**config.mk**
```make
export PLATFORM = sky130hd
export DESIGN_NAME = uas_regs
export DESIGN_NICKNAME = d
export VERILOG_FILES = /design/src/hw/rtl/uas_pkg.sv /design/src/hw/rtl/uas_regs.sv
export SDC_FILE = /design/constraint.sdc
export NUM_CORES = 1
export LEC_CHECK = 0
export BUFFER_PORTS_ARGS = -buffer_cell sky130_fd_sc_hd__buf_2
export CORE_ASPECT_RATIO = 1.4
export CORE_UTILIZATION = 43
export CTS_CLUSTER_SIZE = 8
export DETAILED_ROUTE_END_ITERATION = 8
export PLACE_DENSITY = 0.78
export RECOVER_POWER = 100
export SLEW_MARGIN = 20
export SYNTH_ARGS = -nofsm -noshare
export SYNTH_HDL_FRONTEND = slang
export SYNTH_SLANG_ARGS = --single-unit
export TNS_END_PERCENT = 20
```
**constraint.sdc**
```tcl
create_clock -name clk -period 1.5 [get_ports clk]
set_input_delay 0.15 -clock clk [delete_from_list [all_inputs] [get_ports clk]]
set_output_delay 0.15 -clock clk [all_outputs]
set_load 0.1 [all_outputs]
```
**src/hw/rtl/uas_pkg.sv**
```systemverilog
// ----------------------------------------------------------------------------
// uas_pkg
// Shared sizes, register codes and types for the upwind advection step.
// ----------------------------------------------------------------------------
package uas_pkg;

    // Grid and value sizes.
    localparam int MAX_COLS   = 1024;
    localparam int COL_BITS   = $clog2(MAX_COLS);
    localparam int LEN_BITS   = COL_BITS + 1;
    localparam int VALUE_BITS = 16;
    localparam int COEF_BITS  = 16;

    // Register file layout.
    localparam int ADDR_BITS = 4;
    localparam int DATA_BITS = 32;

    typedef enum logic [1:0] {
        REG_Y_COEF         = 2'd0,
        REG_COLS_IN_USE    = 2'd1,
        REG_BOUNDARY_VALUE = 2'd2
    } reg_index_t;

    localparam logic [LEN_BITS-1:0] COLS_RESET = LEN_BITS'(MAX_COLS);

    // Configuration seen by the datapath.
    typedef struct packed {
        logic [COEF_BITS-1:0]         y_coef;
        logic [LEN_BITS-1:0]          cols_in_use;
        logic signed [VALUE_BITS-1:0] boundary_value;
    } cfg_t;

endpackage

```
**src/hw/rtl/uas_regs.sv**
```systemverilog
// ----------------------------------------------------------------------------
// uas_regs
// APB register file holding the y coefficient, row length and boundary value.
// ----------------------------------------------------------------------------
module uas_regs (
    input  logic                          clk,
    input  logic                          rst_n,
    input  logic                          psel,
    input  logic                          penable,
    input  logic                          pwrite,
    input  logic [uas_pkg::ADDR_BITS-1:0] paddr,
    input  logic [uas_pkg::DATA_BITS-1:0] pwdata,
    output logic [uas_pkg::DATA_BITS-1:0] prdata,
    output logic                          pready,
    output uas_pkg::cfg_t                 cfg
);

    uas_pkg::cfg_t cfg_reg;
    logic          wr_en;
    logic [1:0]    reg_sel;

    assign pready  = 1'b1;
    assign wr_en   = psel && penable && pwrite;
    assign reg_sel = paddr[3:2];
    assign cfg     = cfg_reg;

    // Register writes.
    always_ff @(posedge clk or negedge rst_n)
    begin
        if (!rst_n)
        begin
            cfg_reg.y_coef         <= '0;
            cfg_reg.cols_in_use    <= uas_pkg::COLS_RESET;
            cfg_reg.boundary_value <= '0;
        end
        else if (wr_en)
        begin
            case (reg_sel)
                uas_pkg::REG_Y_COEF:
                    cfg_reg.y_coef <= pwdata[uas_pkg::COEF_BITS-1:0];
                uas_pkg::REG_COLS_IN_USE:
                    cfg_reg.cols_in_use <= pwdata[uas_pkg::LEN_BITS-1:0];
                uas_pkg::REG_BOUNDARY_VALUE:
                    cfg_reg.boundary_value <= pwdata[uas_pkg::VALUE_BITS-1:0];
                default:
                    ;
            endcase
        end
    end

    // Register reads.
    always_comb
    begin
        case (reg_sel)
            uas_pkg::REG_Y_COEF:
                prdata = uas_pkg::DATA_BITS'(cfg_reg.y_coef);
            uas_pkg::REG_COLS_IN_USE:
                prdata = uas_pkg::DATA_BITS'(cfg_reg.cols_in_use);
            uas_pkg::REG_BOUNDARY_VALUE:
                prdata = uas_pkg::DATA_BITS'($unsigned(cfg_reg.boundary_value));
            default:
                prdata = '0;
        endcase
    end

endmodule

```
==> impl_metrics.json, run 1 <==
{
  "synthTopCellsByArea": "dfrtp_1 (49%), mux2_2 (17%), mux2i_1 (7.5%)",
  "slew_violations": 0,
  "yosys.area_share.xor_xnor_pct": 0,
  "ys_ff_latch": 43,
  "worst_setup_path_end_kind": "output pin",
  "status": "finished, final reports clean",
  "synth_top_family_by_area": "multiplexers",
  "finalSetupViolations": 0,
  "largest_reg_flops": 43,
  "place_hpwl_um": 3790,
  "powerDensity_mw_per_mm2": 2180,
  "dpl_worst_slack_ns": 0.0845,
  "synth_ff_type": "dfrtp_1",
  "finalHoldViolCount": 0,
  "r2r_start": "cfg[26]",
  "core-area_mm2": 0.00464,
  "synth_top_cells_by_count": "dfrtp_1 (42), mux2_2 (33), buf_4 (21)",
  "root_buffer": "clkbuf_8",
  "place.gp.congestion": 0.733,
  "synth-simple-area-share_pct": 5.77,
  "slowest_delay_ns": 0.63,
  "power_mw": 6.66,
  "yosysUniqueCellTypes": 18,
  "crit_chain": "mux2i_4 > o21ai_4 > buf_12",
  "num_rows": 29,
  "wl_um": 5120,
  "ant_nets": 0,
  "synth_area_per_cell_um2": 13.2,
  "cts.path.max_buffers": 2,
  "ctsResizeCount": 0,
  "irDropWorstVdd_v": 0.00129,
  "clkTransAtPathRegs_ns": 0.08,
  "die_x_um": 61.4,
  "grt_usage_pct": 21.4,
  "cp-startpoint": "cfg[26]",
  "cp.required_ns": 1.35,
  "rsz0062_at_grt": "true",
  "yosysMostFrequentCell": "dfrtp_1",
  "period_minus_slack_ns": 1.48,
  "hold_class": "primary input to register",
  "netlist_instances": 161,
  "ioPinCount": 117,
  "cts_tree": "done",
  "num_antenna_cells": 0,
  "yosysSeqAreaShare_pct": 50.7,
  "fin_skew_ns": 0,
  "critical_path_class": "register to output pin",
  "cts.sinks": 43,
  "slowest_stage": "dfstp_4",
  "setup_ws_ns": 0.0233,
  "fmax_mhz": 677,
  "drt_pass1_iterations": 4,
  "startpoint_type": "register",
  "layout.nets": 294,
  "drt-wirelength-per-cell_um": 16.2,
  "grt_overflow": 0,
  "synthArstFlopShare_pct": 100,
  "clock_latency_ns": 0.29,
  "grt_pass1_vias": 1594,
  "io_buffers": 81,
  "critical_path_arrival_ns": 1.33,
  "via_per_inst": 4.93,
  "die_y_um": 85.2,
  "antenna_found_initial": 0,
  "min-delay-start": "pwdata[6]",
  "leakage_nw": 1.41,
  "start_util_pct": 45.8,
  "synth.area.mux_share_pct": 32.1,
  "syn_area_mm2": 0.00213,
  "fillerInstances": 367,
  "cts_max_level": 2,
  "synth_compound_area_share_pct": 2.59,
  "drv_cap": 0,
  "tightestPinTransition_ns": 0.548,
  "grt_first_pass_wirelength_um": 8130,
  "vias": 1558,
  "cp_top_family": "flip-flops",
  "synth-adder-area-share_pct": 0,
  "drive_gt1_share_pct": 74.4,
  "synth_edf_count": 0,
  "crit_fanout": 2,
  "fin_crit_sh_pct": 98.4,
  "grt_max_degree": 27,
  "whs_ns": 0.0959,
  "synthToLayoutAreaGrowth_pct": 43.7,
  "yosys_warnings": 0,
  "max-slew-margin-rel_pct": 63.6,
  "crit_buf_inv": 1,
  "cts_buffers": 5,
  "synth_top_area_share_pct": 49.4,
  "drt_iter0_drc": 30,
  "drc": 0,
  "yosysTopAreaCell": "dfrtp_1",
  "die_area_mm2": 0.00523,
  "post-route-util_pct": 65.8
}
-- metrics by stage --
step | setup TNS (ns) | cell area (µm²) | instances
finish | 0 | 3050 | 316
global route | -0.0137 | 3050 | 316
CTS | 0 | 3230 | 316
detailed placement | 0 | 3090 | 306
global placement | 0 | 3090 | 306
floorplan | -1.11 | 2420 | 176
-- worst register-to-register path, delay by kind of cell, from the launching register on --
family | cells | cell delay [ns]
multiplexers | 1 | 0.25
flip-flops | 1 | 0.48
buffers and inverters | 1 | 0.14
-- kinds of logic after synthesis --
logic type / count (synthesis)
muxes: 59
DFF: 43
buffers and inverters: 25
and+or+nand+nor: 21
AOI/OAI and AO/OA: 11
other: 2
-- placed cells by master (no fill, tap or decap) --
master and count:
nor2_4 5, conb_1 17, mux2i_2 2, o21ai_4 11
dfrtp_4 4, nor3b_4 1, nand2_1 11, clkbuf_1 2
nand3_1 1, mux2i_1 13, mux2_1 10, bufinv_16 1
buf_8 8, or3b_4 1, buf_12 4, mux2i_4 1
nor2b_1 1, buf_6 3, buf_2 22, buf_4 10
mux2_2 33, dlygate4sd3_1 1, dfrtp_2 29, dfstp_4 1
nor3_4 1, clkbuf_4 1, clkbuf_8 6, clkinv_2 1
clkbuf_2 44, dfrtp_1 9
-- worst paths after layout --
check | cells past startpoint | slack [ns] | endpoint
setup / recovery | 3 | 0.02 | prdata[10]
hold / removal | 2 | 0.1 | cfg[22]
setup reg to reg | 2 | 0.57 | cfg[26]
hold reg to reg | 1 | 0.53 | cfg[23]
max in group asynchronous | 3 | 0.69 | cfg[17]
min in group asynchronous | 2 | 0.31 | cfg[8]
-- power breakdown --
| group | internal [mW] | switching (mW) |
|---|---|---|
| Combinational | 0.752 | 3.26 |
| Sequential | 1.49 | 0.238 |
| Clock | 0.538 | 0.379 |
-- metal layers --
layer  GRT usage [%]  wire length [µm]  up-vias
li1                -                 -      707
met4            6.67                50        0
met3            5.03               254        6
met2            35.4              2770       60
met1            27.2              2050      785
met5               0                 0        -
-- cell type report --
class	count	area, µm²	area share, %
clock buffer	6	82.6	2.70
sequential	43	1130	37.1
tap	62	77.6	2.54
timing repair buffer	95	664	21.8
clock inverter	2	35.0	1.15
multi-input combinational	108	1060	34.8
-- repair_timing --
item / CTS / global route
buffers inserted: 1 / 0
setup endpoints to repair: 1 / 1
pin swaps: 1 / 0
hold endpoints to repair: 16 / 0
hold buffers: 1 / 0
Note: power is estimated with default switching activity, not from simulation.
==> inputs of run 2 (changes only) <==
==> constraint.sdc (replaced) <==
create_clock -name clk -period 1.5 [get_ports clk]
set_input_delay 0.15 -clock clk [delete_from_list [all_inputs] [get_ports clk]]
set_output_delay 0.15 -clock clk [all_outputs]
set_load 0.02 [all_outputs]
==> impl_metrics.json, run 2 (same netlist as run 1, synthesis figures left out) <==
{
  "grt_overflow": 0,
  "root_buffer": "clkbuf_8",
  "fmax_mhz": 723,
  "placed_cell_area_mm2": 0.00260,
  "leakage_nw": 1.20,
  "fillerInstances": 462,
  "drive_gt1_share_pct": 31.8,
  "tightestPinTransition_ns": 0.593,
  "slowest_stage": "dfstp_2",
  "cts_max_level": 2,
  "via_per_inst": 4.73,
  "fin_crit_sh_pct": 92.2,
  "cp.required_ns": 1.35,
  "io_buffers": 81,
  "crit_buf_inv": 1,
  "max-slew-margin-rel_pct": 60.5,
  "fin_skew_ns": 0,
  "die_y_um": 85.2,
  "num_rows": 29,
  "drc": 0,
  "reg2reg_depth": 1,
  "slew_violations": 0,
  "dpl_worst_slack_ns": 0.105,
  "layout_common_cells": "clkbuf_1 (57), dfrtp_1 (42), mux2_2 (33)",
  "startpoint_type": "register",
  "period_minus_slack_ns": 1.38,
  "reg2reg_slack_ns": 0.66,
  "wl_um": 4660,
  "powerDensity_mw_per_mm2": 1470,
  "die_x_um": 61.4,
  "ant_nets": 0,
  "finalSetupViolations": 0,
  "crit_fanout": 3,
  "dp_cells": 308,
  "worst_setup_path_end_kind": "output pin",
  "num_antenna_cells": 0,
  "grt_pass1_vias": 1468,
  "place.gp.congestion": 0.816,
  "cts_tree": "done",
  "synthToLayoutAreaGrowth_pct": 21.8,
  "grt_max_degree": 35,
  "cts.sinks": 43,
  "crit_chain": "mux2i_1 > o21ai_0 > clkbuf_2",
  "ioPinCount": 117,
  "drt_iter0_drc": 33,
  "place_hpwl_um": 3530,
  "critical_path_arrival_ns": 1.23,
  "fin_setup_tns_ns": 0,
  "largest_reg_flops": 43,
  "grt_first_pass_wirelength_um": 7180,
  "final_common_cell": "clkbuf_1",
  "cp_top_family": "flip-flops",
  "cts.path.max_buffers": 2,
  "slowest_delay_ns": 0.55,
  "whs_ns": 0.103,
  "core-area_mm2": 0.00464,
  "post_cts_buffers": 0,
  "hold_class": "primary input to register",
  "drv_cap": 0,
  "vias": 1499,
  "die_area_mm2": 0.00523,
  "clock_latency_ns": 0.28,
  "min_path_cells": 2,
  "cts_buffers": 5,
  "rsz0062_at_grt": "false",
  "antenna_found_initial": 0,
  "post-route-util_pct": 55.7,
  "drt_pass1_iterations": 4,
  "setup_ws_ns": 0.118,
  "critical_path_class": "register to output pin",
  "final_cell_area_mm2": 0.00259,
  "status": "finished, final reports clean",
  "grt_usage_pct": 18.8,
  "irDropWorstVdd_v": 0.000817,
  "start_util_pct": 45.8,
  "worst-path-stages": 3,
  "finalHoldViolCount": 0,
  "final_cell_count_no_fill": 317,
  "clkTransAtPathRegs_ns": 0.08,
  "layout.nets": 295,
  "power_mw": 3.81,
  "drt-wirelength-per-cell_um": 14.7
}
==> run 2: changes by cell type in the layout (fill, tap and decap cells not counted), moves of 11 or more <==
| cell | before | now |
|---|---|---|
| o21ai_0 | 0 | 11 |
| dfrtp_1 | 9 | 42 |
| clkbuf_1 | 2 | 57 |
| dfrtp_2 | 29 | 0 |
| o21ai_4 | 11 | 0 |
| clkbuf_2 | 44 | 7 |
==> run 2: what timing repair did <==
| action | in CTS | in global routing |
|---|---|---|
| setup endpoints to repair | 0 | 0 |
| gates resized for setup | 0 | 0 |
| hold endpoints to repair | 9 | 0 |
| hold buffers | 1 | 0 |
==> run 2: path summary, 6_finish.rpt <==
kind	end	from
max	prdata[10]	cfg[26]
min	cfg[22]	pwdata[6]
max reg2reg	cfg[21]	cfg[21]
min reg2reg	cfg[23]	cfg[23]
max in group asynchronous	cfg[26]	rst_n
min in group asynchronous	cfg[18]	rst_n
==> run 2: cell type report <==
class	instances	area [µm²]	area share [%]
Timing Repair Buffer	96	449	17.4
Multi-Input combinational cell	108	867	33.5
Tap cell	62	77.6	3.00
Clock buffer	6	82.6	3.19
Clock inverter	2	35.0	1.35
Sequential cell	43	1080	41.6
==> run 2: where the power goes <==
group	internal [mW]	leakage [nW]	total, mW	switching (mW)
clock	0.539	0.0612	0.920	0.381
combinational	0.440	0.616	1.25	0.807
sequential	1.43	0.526	1.64	0.208
total	2.41	1.20	3.81	1.40
==> run 2: per-layer routing <==
layer	up-vias	routed length, µm	global-route usage (%)
met5	-	0	0
met4	0	105	7.68
met3	8	163	3.35
met2	59	2470	32.1
met1	726	1920	22.7
li1	706	-	-
==> inputs of run 3 (changes only) <==
--- a/config.mk
+++ b/config.mk
@@ -11,7 +11,6 @@
 export CTS_CLUSTER_SIZE = 8
 export DETAILED_ROUTE_END_ITERATION = 8
 export PLACE_DENSITY = 0.78
-export RECOVER_POWER = 100
 export SLEW_MARGIN = 20
 export SYNTH_ARGS = -nofsm -noshare
 export SYNTH_HDL_FRONTEND = slang
==> impl_metrics.json, run 3 (same netlist as run 1, synthesis figures left out) <==
{
  "core-area_mm2": 0.00464,
  "period_minus_slack_ns": 1.37,
  "fmax_mhz": 733,
  "grt_max_degree": 35,
  "final_common_cell": "buf_2",
  "final_cell_area_mm2": 0.00273,
  "synthToLayoutAreaGrowth_pct": 28.4,
  "register_area_mm2": 0.00108,
  "multi_input_area_um2": 923,
  "powerDensity_mw_per_mm2": 1440,
  "power_frac_clock_pct": 23.3,
  "die_y_um": 85.2,
  "start_util_pct": 45.8,
  "num_rows": 29,
  "cts.sinks": 43,
  "ctsResizeCount": 0,
  "root_buffer": "clkbuf_8",
  "io_buffers": 81,
  "crit_fanout": 3,
  "cp.required_ns": 1.35,
  "status": "finished, final reports clean",
  "fin_crit_sh_pct": 91.0,
  "pwr-share-comb_pct": 35.1,
  "critical_path_arrival_ns": 1.22,
  "drive_gt1_share_pct": 59.2,
  "hold_class": "primary input to register",
  "wl_um": 4640,
  "num_antenna_cells": 0,
  "drc": 0,
  "die_x_um": 61.4,
  "vias": 1512,
  "swShare_pct": 35.3,
  "worst_setup_path_end_kind": "output pin",
  "drt_pass1_iterations": 4,
  "leakage_nw": 1.45,
  "grt_first_pass_wirelength_um": 7180,
  "irDropWorstVdd_v": 0.000814,
  "layout_common_cells": "buf_2 (81), dfrtp_1 (42), mux2_2 (33)",
  "via_per_inst": 4.77,
  "grt_pass1_vias": 1468,
  "clock_latency_ns": 0.28,
  "fin_skew_ns": 0,
  "cts_tree": "done",
  "die_area_mm2": 0.00523,
  "slew_violations": 0,
  "cts_buffers": 5,
  "finalHoldViolCount": 0,
  "drt_iter0_drc": 33,
  "seq_power_share_pct": 41.6,
  "place.gp.congestion": 0.816,
  "fillerInstances": 413,
  "clkTransAtPathRegs_ns": 0.08,
  "switching_power_mw": 1.39,
  "grt_usage_pct": 18.8,
  "drv_cap": 0,
  "finalSetupViolations": 0,
  "drt-wirelength-per-cell_um": 14.6,
  "startpoint_type": "register",
  "place_hpwl_um": 3530,
  "placed_cell_area_mm2": 0.00260,
  "layout.nets": 295,
  "fin_setup_tns_ns": 0,
  "cts.path.max_buffers": 2,
  "reg2reg_slack_ns": 0.71,
  "critical_path_class": "register to output pin",
  "ioPinCount": 117,
  "antenna_found_initial": 0,
  "cts_max_level": 2,
  "largest_reg_flops": 43,
  "grt_overflow": 0,
  "ant_nets": 0,
  "intPower_mw": 2.55,
  "rsz0062_at_grt": "false"
}
-- run 3: changes by cell type in the layout (fill, tap and decap cells not counted), sizes merged --
cell / change
buf: +64
clkbuf: -64
-- run 3: critical path: stages (launching register included) --
cell and delay (ns):
dfstp_2 0.55, mux2i_1 0.07, o21ai_0 0.13, buf_2 0.18
-- run 3: power by group through the flow --
stage	Sequential, mW	Clock (mW)	Combinational [mW]
final	1.64	0.920	1.38
after global routing	1.68	0.986	1.49
after CTS	1.64	0.947	1.40
after detailed placement	1.66	0	1.40
after global placement	1.65	0	1.37
after floorplan	1.97	0	0.590
-- run 3: metal layers --
layer  wire, µm  vias to the layer above  part of all wire [%]  GRT usage (%)
met5          0                        -                     0              0
met4        108                        0                   2.3           7.68
met3        170                        8                   3.7           3.35
met2       2500                       63                    54           32.1
met1       1860                      736                    40           22.7
li1           -                      705                     -              -
-- run 3: timing repair --
action / in CTS / in global routing
setup buffers: 0 / 0
hold buffers: 1 / 0
hold endpoints to repair: 9 / 0
setup endpoints to repair: 0 / 0
-- run 3: cell type report --
| type | instances | share of cell area [%] |
|---|---|---|
| Multi-Input combinational cell | 108 | 33.8 |
| Timing Repair Buffer | 96 | 19.5 |
| Clock inverter | 2 | 1.28 |
| Clock buffer | 6 | 3.03 |
| Sequential cell | 43 | 39.5 |
| Tap cell | 62 | 2.84 |
-- run 3: worst paths after layout --
path | from | endpoint | cells past startpoint
setup / recovery | cfg[26] | prdata[10] | 3
hold / removal | pwdata[15] | cfg[15] | 2
setup reg to reg | cfg[21] | cfg[21] | 1
hold reg to reg | cfg[30] | cfg[30] | 1
max in group asynchronous | rst_n | cfg[26] | 3
min in group asynchronous | rst_n | cfg[18] | 2
-- run 3: stage by stage --
stage	hold WS, ns	power (mW)	util (%)	setup WS [ns]	cells
2_1_floorplan	-0.146	2.56	-	0.177	176
4_1_cts	0.0955	3.99	58.8	0.113	317
3_5_place_dp	0.0304	3.06	56.0	0.105	308
6_report	0.104	3.94	58.8	0.135	317
3_3_place_gp	0.0312	3.01	56.0	0.141	308
5_1_grt	0.0931	4.15	58.8	0.0494	317
